$ cat config.mk
export PLATFORM = sky130hd
export DESIGN_NAME = sm4_block_cipher
export DESIGN_NICKNAME = d
export VERILOG_FILES = /design/src/rtl/sm4_pkg.sv /design/src/rtl/sm4_block_cipher.sv
export SDC_FILE = /design/constraint.sdc
export NUM_CORES = 2
export LEC_CHECK = 0
export BUFFER_PORTS_ARGS = -buffer_cell sky130_fd_sc_hd__buf_2
export CORE_ASPECT_RATIO = 1.5
export CORE_MARGIN = 2
export CORE_UTILIZATION = 55
export CTS_CLUSTER_SIZE = 24
export DETAILED_ROUTE_END_ITERATION = 12
export PLACE_DENSITY_LB_ADDON = 0.2
export SLEW_MARGIN = 10
export SYNTH_ARGS = -nofsm -noshare
export SYNTH_HDL_FRONTEND = slang
export SYNTH_SLANG_ARGS = --single-unit
$ cat constraint.sdc
create_clock -name clk -period 11.8 [get_ports clk]
set_clock_uncertainty 0.15 [all_clocks]
set_input_delay 0.59 -clock clk [delete_from_list [all_inputs] [get_ports clk]]
set_output_delay 0.59 -clock clk [all_outputs]
set_load 0.1 [all_outputs]
$ cat src/rtl/sm4_pkg.sv
package sm4_pkg;

    localparam int SM4_ROUNDS = 32;
    localparam int WORD_W     = 32;
    localparam int CFG_IDX_W  = 3;

    // configuration register indexes
    localparam logic [CFG_IDX_W-1:0] CFG_KEY_WORD_0   = 3'd0;
    localparam logic [CFG_IDX_W-1:0] CFG_KEY_WORD_1   = 3'd1;
    localparam logic [CFG_IDX_W-1:0] CFG_KEY_WORD_2   = 3'd2;
    localparam logic [CFG_IDX_W-1:0] CFG_KEY_WORD_3   = 3'd3;
    localparam logic [CFG_IDX_W-1:0] CFG_DECRYPT_MODE = 3'd4;

    localparam logic [WORD_W-1:0] FK_0 = 32'hA3B1BAC6;
    localparam logic [WORD_W-1:0] FK_1 = 32'h56AA3350;
    localparam logic [WORD_W-1:0] FK_2 = 32'h677D9197;
    localparam logic [WORD_W-1:0] FK_3 = 32'hB27022DC;

    localparam logic [7:0] SBOX [256] = '{
        8'hD6,8'h90,8'hE9,8'hFE,8'hCC,8'hE1,8'h3D,8'hB7,8'h16,8'hB6,8'h14,8'hC2,8'h28,8'hFB,8'h2C,8'h05,
        8'h2B,8'h67,8'h9A,8'h76,8'h2A,8'hBE,8'h04,8'hC3,8'hAA,8'h44,8'h13,8'h26,8'h49,8'h86,8'h06,8'h99,
        8'h9C,8'h42,8'h50,8'hF4,8'h91,8'hEF,8'h98,8'h7A,8'h33,8'h54,8'h0B,8'h43,8'hED,8'hCF,8'hAC,8'h62,
        8'hE4,8'hB3,8'h1C,8'hA9,8'hC9,8'h08,8'hE8,8'h95,8'h80,8'hDF,8'h94,8'hFA,8'h75,8'h8F,8'h3F,8'hA6,
        8'h47,8'h07,8'hA7,8'hFC,8'hF3,8'h73,8'h17,8'hBA,8'h83,8'h59,8'h3C,8'h19,8'hE6,8'h85,8'h4F,8'hA8,
        8'h68,8'h6B,8'h81,8'hB2,8'h71,8'h64,8'hDA,8'h8B,8'hF8,8'hEB,8'h0F,8'h4B,8'h70,8'h56,8'h9D,8'h35,
        8'h1E,8'h24,8'h0E,8'h5E,8'h63,8'h58,8'hD1,8'hA2,8'h25,8'h22,8'h7C,8'h3B,8'h01,8'h21,8'h78,8'h87,
        8'hD4,8'h00,8'h46,8'h57,8'h9F,8'hD3,8'h27,8'h52,8'h4C,8'h36,8'h02,8'hE7,8'hA0,8'hC4,8'hC8,8'h9E,
        8'hEA,8'hBF,8'h8A,8'hD2,8'h40,8'hC7,8'h38,8'hB5,8'hA3,8'hF7,8'hF2,8'hCE,8'hF9,8'h61,8'h15,8'hA1,
        8'hE0,8'hAE,8'h5D,8'hA4,8'h9B,8'h34,8'h1A,8'h55,8'hAD,8'h93,8'h32,8'h30,8'hF5,8'h8C,8'hB1,8'hE3,
        8'h1D,8'hF6,8'hE2,8'h2E,8'h82,8'h66,8'hCA,8'h60,8'hC0,8'h29,8'h23,8'hAB,8'h0D,8'h53,8'h4E,8'h6F,
        8'hD5,8'hDB,8'h37,8'h45,8'hDE,8'hFD,8'h8E,8'h2F,8'h03,8'hFF,8'h6A,8'h72,8'h6D,8'h6C,8'h5B,8'h51,
        8'h8D,8'h1B,8'hAF,8'h92,8'hBB,8'hDD,8'hBC,8'h7F,8'h11,8'hD9,8'h5C,8'h41,8'h1F,8'h10,8'h5A,8'hD8,
        8'h0A,8'hC1,8'h31,8'h88,8'hA5,8'hCD,8'h7B,8'hBD,8'h2D,8'h74,8'hD0,8'h12,8'hB8,8'hE5,8'hB4,8'hB0,
        8'h89,8'h69,8'h97,8'h4A,8'h0C,8'h96,8'h77,8'h7E,8'h65,8'hB9,8'hF1,8'h09,8'hC5,8'h6E,8'hC6,8'h84,
        8'h18,8'hF0,8'h7D,8'hEC,8'h3A,8'hDC,8'h4D,8'h20,8'h79,8'hEE,8'h5F,8'h3E,8'hD7,8'hCB,8'h39,8'h48
    };

    function automatic logic [WORD_W-1:0] sub_word(input logic [WORD_W-1:0] x);
        return {SBOX[x[31:24]], SBOX[x[23:16]], SBOX[x[15:8]], SBOX[x[7:0]]};
    endfunction

    // L: data round linear layer
    function automatic logic [WORD_W-1:0] round_mix(input logic [WORD_W-1:0] x);
        logic [WORD_W-1:0] s;
        s = sub_word(x);
        return s ^ {s[29:0], s[31:30]} ^ {s[21:0], s[31:22]}
                 ^ {s[13:0], s[31:14]} ^ {s[7:0], s[31:8]};
    endfunction

    // L': key schedule linear layer
    function automatic logic [WORD_W-1:0] key_mix(input logic [WORD_W-1:0] x);
        logic [WORD_W-1:0] s;
        s = sub_word(x);
        return s ^ {s[18:0], s[31:19]} ^ {s[8:0], s[31:9]};
    endfunction

    // CK byte j of round i = (4i + j) * 7 mod 256
    function automatic logic [WORD_W-1:0] ck_word(input logic [7:0] i);
        logic [7:0] base;
        base = 8'(i * 8'd28);
        return {base, 8'(base + 8'd7), 8'(base + 8'd14), 8'(base + 8'd21)};
    endfunction

endpackage

$ cat src/rtl/sm4_block_cipher.sv
// SM4 block cipher, 128-bit block and key. Write the key words and the mode bit
// through the config port while idle; any register write invalidates the round
// keys. Pulse start with the block while busy is low. When the round keys are
// valid, a block runs a prefetch state that reads the first round key from the
// key RAM, then one round per cycle, each round reading its key from the RAM in
// the step before it. The first block after a config write first passes through
// a key load state and 32 key schedule steps that fill the RAM, then the
// prefetch and the rounds. The result is valid only in the single cycle done is
// high; the receiver cannot stall it, so it must take the transfer then. busy
// drops in the done cycle, so the next block can be started right there.
module sm4_block_cipher
    import sm4_pkg::*;
#(
    parameter int ROUNDS = SM4_ROUNDS
)
(
    input  logic                 clk,
    input  logic                 rst_n,
    input  logic                 cfg_write,
    input  logic [CFG_IDX_W-1:0] cfg_index,
    input  logic [WORD_W-1:0]    cfg_data,
    input  logic                 start,
    output logic                 busy,
    input  logic [63:0]          block_high,
    input  logic [63:0]          block_low,
    output logic                 done,
    output logic [63:0]          result_high,
    output logic [63:0]          result_low
);

    localparam int CNT_W = $clog2(ROUNDS);
    localparam logic [CNT_W-1:0] LAST = CNT_W'(ROUNDS - 1);

    typedef enum logic [2:0] {
        ST_IDLE,
        ST_LOAD,
        ST_EXPAND,
        ST_PREFETCH,
        ST_ROUND
    } state_t;

    state_t              state_reg, state_next;
    logic [CNT_W-1:0]    cnt_reg, cnt_next;
    logic                done_reg, done_next;
    logic                keys_ready_reg, keys_ready_next;
    logic                decrypt_reg, decrypt_next;
    logic [WORD_W-1:0]   key_word_reg [4];
    logic [WORD_W-1:0]   key_word_next [4];
    logic                cfg_hit;

    logic [WORD_W-1:0]   x_reg [4];
    logic [WORD_W-1:0]   x_next [4];
    logic [WORD_W-1:0]   k_reg [4];
    logic [WORD_W-1:0]   k_next [4];

    logic [WORD_W-1:0]   round_key_mem [ROUNDS];
    logic [WORD_W-1:0]   rk_reg;
    logic                mem_we;
    logic [CNT_W-1:0]    mem_raddr;
    logic [CNT_W-1:0]    rd_round;

    logic [WORD_W-1:0]   new_key;
    logic [WORD_W-1:0]   new_x;

    assign new_key = k_reg[0] ^ key_mix(k_reg[1] ^ k_reg[2] ^ k_reg[3] ^ ck_word(8'(cnt_reg)));
    assign new_x   = x_reg[0] ^ round_mix(x_reg[1] ^ x_reg[2] ^ x_reg[3] ^ rk_reg);

    // round whose key is fetched this cycle
    assign rd_round  = (state_reg == ST_ROUND) ? CNT_W'(cnt_reg + 1'b1) : '0;
    assign mem_raddr = decrypt_reg ? CNT_W'(LAST - rd_round) : rd_round;
    assign mem_we    = (state_reg == ST_EXPAND);

    always_ff @(posedge clk)
    begin
        if (mem_we)
        begin
            round_key_mem[cnt_reg] <= new_key;
        end
        rk_reg <= round_key_mem[mem_raddr];
    end

    always_comb
    begin
        state_next      = state_reg;
        cnt_next        = cnt_reg;
        done_next       = 1'b0;
        keys_ready_next = keys_ready_reg;
        decrypt_next    = decrypt_reg;
        key_word_next   = key_word_reg;
        x_next          = x_reg;
        k_next          = k_reg;
        cfg_hit         = 1'b0;

        if (cfg_write)
        begin
            cfg_hit = 1'b1;
            case (cfg_index)
                CFG_KEY_WORD_0:   key_word_next[0] = cfg_data;
                CFG_KEY_WORD_1:   key_word_next[1] = cfg_data;
                CFG_KEY_WORD_2:   key_word_next[2] = cfg_data;
                CFG_KEY_WORD_3:   key_word_next[3] = cfg_data;
                CFG_DECRYPT_MODE: decrypt_next     = cfg_data[0];
                default:          cfg_hit          = 1'b0;
            endcase
        end
        if (cfg_hit)
        begin
            keys_ready_next = 1'b0;
        end

        case (state_reg)
            ST_IDLE:
            begin
                if (start)
                begin
                    x_next[0] = block_high[63:32];
                    x_next[1] = block_high[31:0];
                    x_next[2] = block_low[63:32];
                    x_next[3] = block_low[31:0];
                    cnt_next  = '0;
                    // a write in the same cycle counts as coming first
                    state_next = (keys_ready_reg && !cfg_hit) ? ST_PREFETCH : ST_LOAD;
                end
            end
            ST_LOAD:
            begin
                k_next[0]  = key_word_reg[0] ^ FK_0;
                k_next[1]  = key_word_reg[1] ^ FK_1;
                k_next[2]  = key_word_reg[2] ^ FK_2;
                k_next[3]  = key_word_reg[3] ^ FK_3;
                state_next = ST_EXPAND;
            end
            ST_EXPAND:
            begin
                k_next[0] = k_reg[1];
                k_next[1] = k_reg[2];
                k_next[2] = k_reg[3];
                k_next[3] = new_key;
                cnt_next  = CNT_W'(cnt_reg + 1'b1);
                if (cnt_reg == LAST)
                begin
                    keys_ready_next = 1'b1;
                    cnt_next        = '0;
                    state_next      = ST_PREFETCH;
                end
            end
            ST_PREFETCH:
            begin
                state_next = ST_ROUND;
            end
            ST_ROUND:
            begin
                x_next[0] = x_reg[1];
                x_next[1] = x_reg[2];
                x_next[2] = x_reg[3];
                x_next[3] = new_x;
                cnt_next  = CNT_W'(cnt_reg + 1'b1);
                if (cnt_reg == LAST)
                begin
                    done_next  = 1'b1;
                    state_next = ST_IDLE;
                end
            end
            default:
            begin
                state_next = ST_IDLE;
            end
        endcase
    end

    always_ff @(posedge clk or negedge rst_n)
    begin
        if (!rst_n)
        begin
            state_reg      <= ST_IDLE;
            cnt_reg        <= '0;
            done_reg       <= 1'b0;
            keys_ready_reg <= 1'b0;
            decrypt_reg    <= 1'b0;
            key_word_reg   <= '{default: '0};
        end
        else
        begin
            state_reg      <= state_next;
            cnt_reg        <= cnt_next;
            done_reg       <= done_next;
            keys_ready_reg <= keys_ready_next;
            decrypt_reg    <= decrypt_next;
            key_word_reg   <= key_word_next;
        end
    end

    always_ff @(posedge clk)
    begin
        x_reg <= x_next;
        k_reg <= k_next;
    end

    assign busy        = (state_reg != ST_IDLE);
    assign done        = done_reg;
    // output is the last four words in reversed order
    assign result_high = {x_reg[3], x_reg[2]};
    assign result_low  = {x_reg[1], x_reg[0]};

endmodule

# Word-level counts from Yosys, hierarchy flattened
# Memory sizes are Yosys's and may differ from the RTL's. A register that Yosys moved wholly into a read port is not among the register bits.
# Index checks and enable logic that the tools add are counted.
# totals
out_inout_bits	130
in_bits	167
wordCells	133
memories	9
mem_bits_ro	16384
ram_bits	1024
reg_bits	395
# mem_list
memory	words	width	read_ports	rd_ports_with_merged_regs	wr	line	rtl
(no name shown)	256	8	1	0	0	sm4_pkg.sv:39	return {SBOX[x[31:24]], SBOX[x[23:16]], SBOX[x[15:8]], SBOX[x[7:0]]};
(no name shown)	256	8	1	0	0	sm4_pkg.sv:39	
(no name shown)	256	8	1	0	0	sm4_pkg.sv:39	
(no name shown)	256	8	1	0	0	sm4_pkg.sv:39	
(no name shown)	256	8	1	0	0	sm4_pkg.sv:39	
(no name shown)	256	8	1	0	0	sm4_pkg.sv:39	
+3 memories	n/a	n/a	n/a	n/a	n/a	n/a	
# classes
n_mul	1
n_addsub	5
mux	38
n_reduce_logical	17
order_cmp	8
n_bitwise	26
n_eq_ne	12
# ops
op	n
$pmux W128 S2	2
$xor A32 B32 Y32	14
$mux W128	1
$mux W8	16
$ge A9 B9 Y1 const B	8
$not A8 Y9	8
$not A14 Y14	2
$mux W5	4
$not A19 Y19	1
$not A17 Y17	1
$pmux W3 S5	1
$pmux W5 S3	1
$reduce_and A2 Y1	7
$eq A3 B2 Y1 const B	4
$mux W1	9
$mux W3	3
$add A8 B3 Y8 const B	1
$add A8 B4 Y8 const B	1
$add A8 B5 Y8 const B	1
$eq A3 B1 Y1 const B	2
$eq A3 B3 Y1 const B	2
$logic_not A3 Y1	2
$mul A5 B3 Y6 const B	1
$reduce_bool A3 Y1	2
other kinds (11)	13

# Logic depth before layout (Yosys ltp)
# depth
depth_word	13
depth_mapped	20
depth_no_buf	16

# Least setup slack after synthesis
# No wires, ideal clock.
# synth_timing
kind	reg-to-reg
start	reg state_reg[1]
end	reg k_reg[0] (netlist bit), enable pin
t_arrival_ns	5.965
period_less_slack_ns	6.731
required_time_ns	11.034
stages_incl_launch_ff	4
setup_time_ns	0.616
setup_slack_ns	5.069
n_path_buf	1
cell_sequence	dfrtp_1 clkbuf_1 xnor2_1 nor2_1
# synth_via
elab_chain_len	2
word_cells_on_any_way	3
classes_between	eq/ne: 2; reduce/logical: 1
# synth_rtl
item	line	rtl
start, declared	sm4_block_cipher.sv:42	state_t state_reg, state_next;
start signal, assigned	sm4_block_cipher.sv:184	state_reg <= state_next;
$eq A3 B2 Y1 or $eq A3 B1 Y1 (tied branches)	sm4_block_cipher.sv:111	case (state_reg)
$reduce_bool A2 Y1 (no source line) *	n/a	
end signal, assigned	sm4_block_cipher.sv:196	k_reg <= k_next;
end, declared	sm4_block_cipher.sv:53	logic [WORD_W-1:0] k_reg [4];
# Mark *: on every way between the ends. The rest lies on a longest branch, timed or not.
# A chain may end at the register's enable or synchronous reset.

# Worst setup path after layout
# layout_timing
start	reg cnt_reg[0]
end	mem round_key_mem[11][12], data pin
# layout_via
elab_chain_len	10
word_cells_on_any_way	19
classes_between	add/sub: 2; mul: 1; mux: 6; bitwise: 7; memory: 3
# layout_rtl
item	line	rtl
start, declared	sm4_block_cipher.sv:43	logic [CNT_W-1:0] cnt_reg, cnt_next;
start signal, assigned	sm4_block_cipher.sv:185	cnt_reg <= cnt_next;
$mul A5 B3 Y6 *	sm4_pkg.sv:60	base = 8'(i * 8'd28);
$add A8 B4 Y8	sm4_pkg.sv:61	return {base, 8'(base + 8'd7), 8'(base + 8'd14), 8'(base + 8'd21)};
$xor A32 B32 Y32 *	sm4_block_cipher.sv:65	assign new_key = k_reg[0] ^ key_mix(k_reg[1] ^ k_reg[2] ^ k_reg[3] ^ ck_word(8'(cnt_reg)));
$not A8 Y9 (not written as such)	sm4_pkg.sv:39	
$mem_v2 Z256 W8	n/a	
$mux W8 (not written as such) (2 in a row)	sm4_pkg.sv:39	
$xor A32 B32 Y32	sm4_pkg.sv:54	return s ^ {s[18:0], s[31:19]} ^ {s[8:0], s[31:9]};
$xor A32 B32 Y32 *	sm4_pkg.sv:54	
$xor A32 B32 Y32 *	sm4_block_cipher.sv:65	
named net new_key[12]	sm4_block_cipher.sv:62	logic [WORD_W-1:0] new_key;
end, declared	sm4_block_cipher.sv:56	logic [WORD_W-1:0] round_key_mem [ROUNDS];
# Mark *: on every way through the listed nets, which the timed path passes. The rest lies on a longest branch. The select of a mux whose other input is x is not followed.

==> summary.txt <==
Logic synthesis
  • Cells after synthesis: 7501
  • Part of the Yosys area used for sequential elements: 50.2%
  • Count of yosys warnings during synthesis: 0
  • Netlist area before placement: 84800 µm²
  • Dominant register cell in the synthesized netlist: sky130_fd_sc_hd__edfxtp_1
  • Post-synth top area share: 45.3%
  • Most used standard cell by instance count after synthesis: sky130_fd_sc_hd__edfxtp_1
  • Async set-reset flop share out of synthesis: 9.58%
  • Mapped Nets: 7757
  • Ranking of synthesized cells by instance count: 1280 x sky130_fd_sc_hd__edfxtp_1, 1003 x sky130_fd_sc_hd__nand2_1, 488 x sky130_fd_sc_hd__nor2_1
  • FF+latch count, synth: 1451
  • Yosys cell types: 102
  • Cell type contributing the most total cell area after synthesis: sky130_fd_sc_hd__edfxtp_1
  • Number of synthesized flops with an enable pin: 1280
  • Mean area per synthesized cell: 11.3 µm²
  • Biggest area contributors in the synthesized netlist: sky130_fd_sc_hd__edfxtp_1 45%, sky130_fd_sc_hd__mux4_2 8.6%, sky130_fd_sc_hd__nand2_1 4.4%, sky130_fd_sc_hd__dfrtp_1 4.1%, sky130_fd_sc_hd__xnor2_1 2.9%

Floorplan
  • Vertical die dimension: 485 µm
  • Die extent in x: 325 µm
  • Count of boundary I/O pins: 297
  • Placement Rows: 176
  • Initial core utilization: 55.4%
  • Die ar.: 157000 µm²
  • Core footprint: 153000 µm²

Setup path
  • Critical path launch point type: flop
  • Required @ worst endpoint: 12.22 ns
  • R2r endpoint: round_key_mem[11][12]
  • Crit Reg-Reg Startpoint: cnt_reg[0]
  • Setup slack of the most critical reg-to-reg path: 4.83 ns
  • Worst setup path category: reg2reg
  • Endpoint arrival time on the critical path: 7.38 ns
  • Reg2reg path depth: 14
  • Worst-path maximum fanout: 59
  • Critical path capture point type: flop

Layout
  • Signed area change from the synthesized netlist to the final layout: 12.2%
  • Fraction of final layout cells sized beyond drive strength 1: 18.8%
  • Net count reported at finish: 7913
  • Largest register FFs: 1024

STA
  • Achievable frequency: 144 MHz
  • Final number of setup-violating endpoints: 0
  • Final cycle utilization of the critical path: 59.0%
  • Max transition margin: 7.71%
  • Setup repair after global routing missed its margin: no
  • Crit path time final: 6.97 ns
  • Max-slew violations: 0
  • TNS Setup: 0 ns
  • Final Hold Viols: 0
  • Least-Margin Pin Slew: 1.38 ns

Clock tree
  • TritonCTS Buffers: 134
  • Number of buffers added to fix hold violations after cts: 141
  • Clock-pin slew on the worst setup and hold paths: 0.07 ns
  • Later-pin clock latency in the skew report: 0.83 ns
  • Resize count post-CTS: 0
  • Number of clock sinks seen by CTS: 1451
  • Total number of H-tree levels: 4
  • Root buffer selected by CTS: sky130_fd_sc_hd__clkbuf_16
  • CTS max path bufs: 3
  • Postcts setup bufs: 0
  • Clock tree from TritonCTS: done

Global route
  • Congestion Overflow GR: 0
  • Number of global-route vias before repair: 70600
  • Maximum number of pins on one net before global-route repair: 135
  • Wire length of the first global-routing pass: 506000 µm
  • Antenna violations before repair: 12
  • Total routing usage reported by global routing: 44.1%

Detailed routing
  • Total number of vias: 72800
  • Post-detailed-route via-to-cell ratio: 7.41
  • Drt initial violations: 11600
  • Post-route DRC: 0
  • First drt pass iteration count: 10
  • Routed len/inst: 36.0 µm
  • Final wirelength: 353000 µm
  • Antenna-violating nets left: 0

Place
  • HPWL after detailed placement: 226000 µm
  • Placer's final routability congestion estimate: 1.08
  • Port buffer count: 296

Status
  • Outcome: complete, no violations

Run
  • Max cap viols: 0

Hold path
  • Number of stages on the worst hold path: 3
  • Hold path start: block_low[14]
  • Worst Hold Endpoint: result_high[46]
  • Class of the worst hold path: in2reg
final cells by class:
class	instances	area, µm²
antenna	4	10.0
clock inverter	72	771
timing repair buffer	694	4870
inverter	39	146
fill	11900	58100
clock buffer	172	3560
multi-input combinational	5337	40700
tap	2047	2560
sequential	1451	42600
critical path, stage by stage (launching register included):
cell	delay, ns
sky130_fd_sc_hd__dfrtp_1	0.38
sky130_fd_sc_hd__buf_4	0.37
sky130_fd_sc_hd__inv_1	0.15
sky130_fd_sc_hd__ha_1	0.77
sky130_fd_sc_hd__xor2_2	0.53
sky130_fd_sc_hd__xnor2_4	0.26
sky130_fd_sc_hd__buf_4	0.40
sky130_fd_sc_hd__nand2_1	0.34
sky130_fd_sc_hd__a21oi_1	0.13
sky130_fd_sc_hd__o31ai_1	0.84
sky130_fd_sc_hd__a211oi_1	0.20
sky130_fd_sc_hd__a211oi_2	0.92
sky130_fd_sc_hd__xnor2_1	0.39
sky130_fd_sc_hd__xnor2_2	0.43
sky130_fd_sc_hd__buf_4	0.39
metal layers:
metal	vias to the layer above	GRT usage [%]	share of wire (%)
li1	29500	-	-
met1	35400	49.5	32
met2	6061	71.5	47
met3	1789	9.20	9.8
met4	8	38.8	11
met5	-	0	0.015
cell usage in the layout, fill, tap and decap left out, types with 46 or more instances in the layout:
cell | Yosys | final
sky130_fd_sc_hd__a211oi_1 | 105 | 105
sky130_fd_sc_hd__buf_4 | 27 | 254
sky130_fd_sc_hd__nor2_1 | 488 | 455
sky130_fd_sc_hd__mux4_2 | 325 | 325
sky130_fd_sc_hd__a311oi_1 | 69 | 69
sky130_fd_sc_hd__nand2_1 | 1003 | 1001
sky130_fd_sc_hd__buf_2 | 198 | 295
sky130_fd_sc_hd__o21ai_0 | 414 | 414
sky130_fd_sc_hd__edfxtp_1 | 1280 | 1280
sky130_fd_sc_hd__o22ai_1 | 90 | 90
sky130_fd_sc_hd__mux2_2 | 178 | 178
sky130_fd_sc_hd__o21ai_1 | 46 | 46
sky130_fd_sc_hd__dlygate4sd3_1 | 0 | 141
sky130_fd_sc_hd__o31ai_1 | 47 | 46
sky130_fd_sc_hd__o211ai_1 | 119 | 119
sky130_fd_sc_hd__o221ai_1 | 66 | 66
sky130_fd_sc_hd__o2111ai_1 | 50 | 50
sky130_fd_sc_hd__nand3_1 | 181 | 181
sky130_fd_sc_hd__nor3_1 | 170 | 168
sky130_fd_sc_hd__ha_1 | 83 | 83
sky130_fd_sc_hd__a221oi_1 | 83 | 83
sky130_fd_sc_hd__a31oi_1 | 139 | 139
sky130_fd_sc_hd__clkbuf_16 | 0 | 135
sky130_fd_sc_hd__dfrtp_1 | 139 | 139
sky130_fd_sc_hd__xnor2_1 | 279 | 215
sky130_fd_sc_hd__a21oi_1 | 464 | 464
sky130_fd_sc_hd__o311ai_0 | 60 | 60
sky130_fd_sc_hd__xor2_1 | 139 | 107
sky130_fd_sc_hd__xnor2_2 | 15 | 64
sky130_fd_sc_hd__nor4_1 | 46 | 46
how the worst max path moves through the flow:
stage / start / to / slack (ns) / cells after the start
after floorplan: state_reg[1] / k_reg[0] / 5.07 / 3
after global placement: cnt_reg[2] / round_key_mem[11][12] / 5.09 / 14
after detailed placement: cnt_reg[0] / round_key_mem[21][22] / 5.08 / 13
after CTS: cnt_reg[0] / round_key_mem[21][22] / 5.01 / 13
after global routing: cnt_reg[0] / k_reg[0] / 4.68 / 17
final: cnt_reg[0] / round_key_mem[11][12] / 4.83 / 14
per-stage QoR:
stage / std cells / utilization, % / setup WS (ns) / cell area, µm² / hold WS [ns]
after floorplan: 7501 / - / 5.07 / 84800 / 0.144
after detailed placement: 9427 / 58.3 / 5.08 / 89400 / 0.342
after global routing: 9813 / 62.1 / 4.68 / 95200 / 0.0204
after CTS: 9812 / 62.1 / 5.01 / 95200 / 0.00179
final: 9816 / 62.1 / 4.83 / 95200 / 0.0398
after global placement: 9427 / 58.3 / 5.09 / 89400 / 0.334
logic make-up (layout without fill, tap and decap cells):
family / count (synthesis) / count (layout) / share of synthesized area [%]
XOR/XNOR: 477 / 477 / 5.71
AO/OA/AOI/OAI: 2168 / 2168 / 17.3
adder cells (fa/ha/maj): 93 / 93 / 1.41
multiplexers: 541 / 541 / 11.4
AND/OR/NAND/NOR: 2058 / 2058 / 10.4
flip-flops: 1451 / 1451 / 50.2
other: 0 / 4 / 0
buffers and inverters: 713 / 977 / 3.58
Power is left out: the tool's default activity adds up to more than one toggle a clock period on the data nets, which glitch-free logic cannot reach.
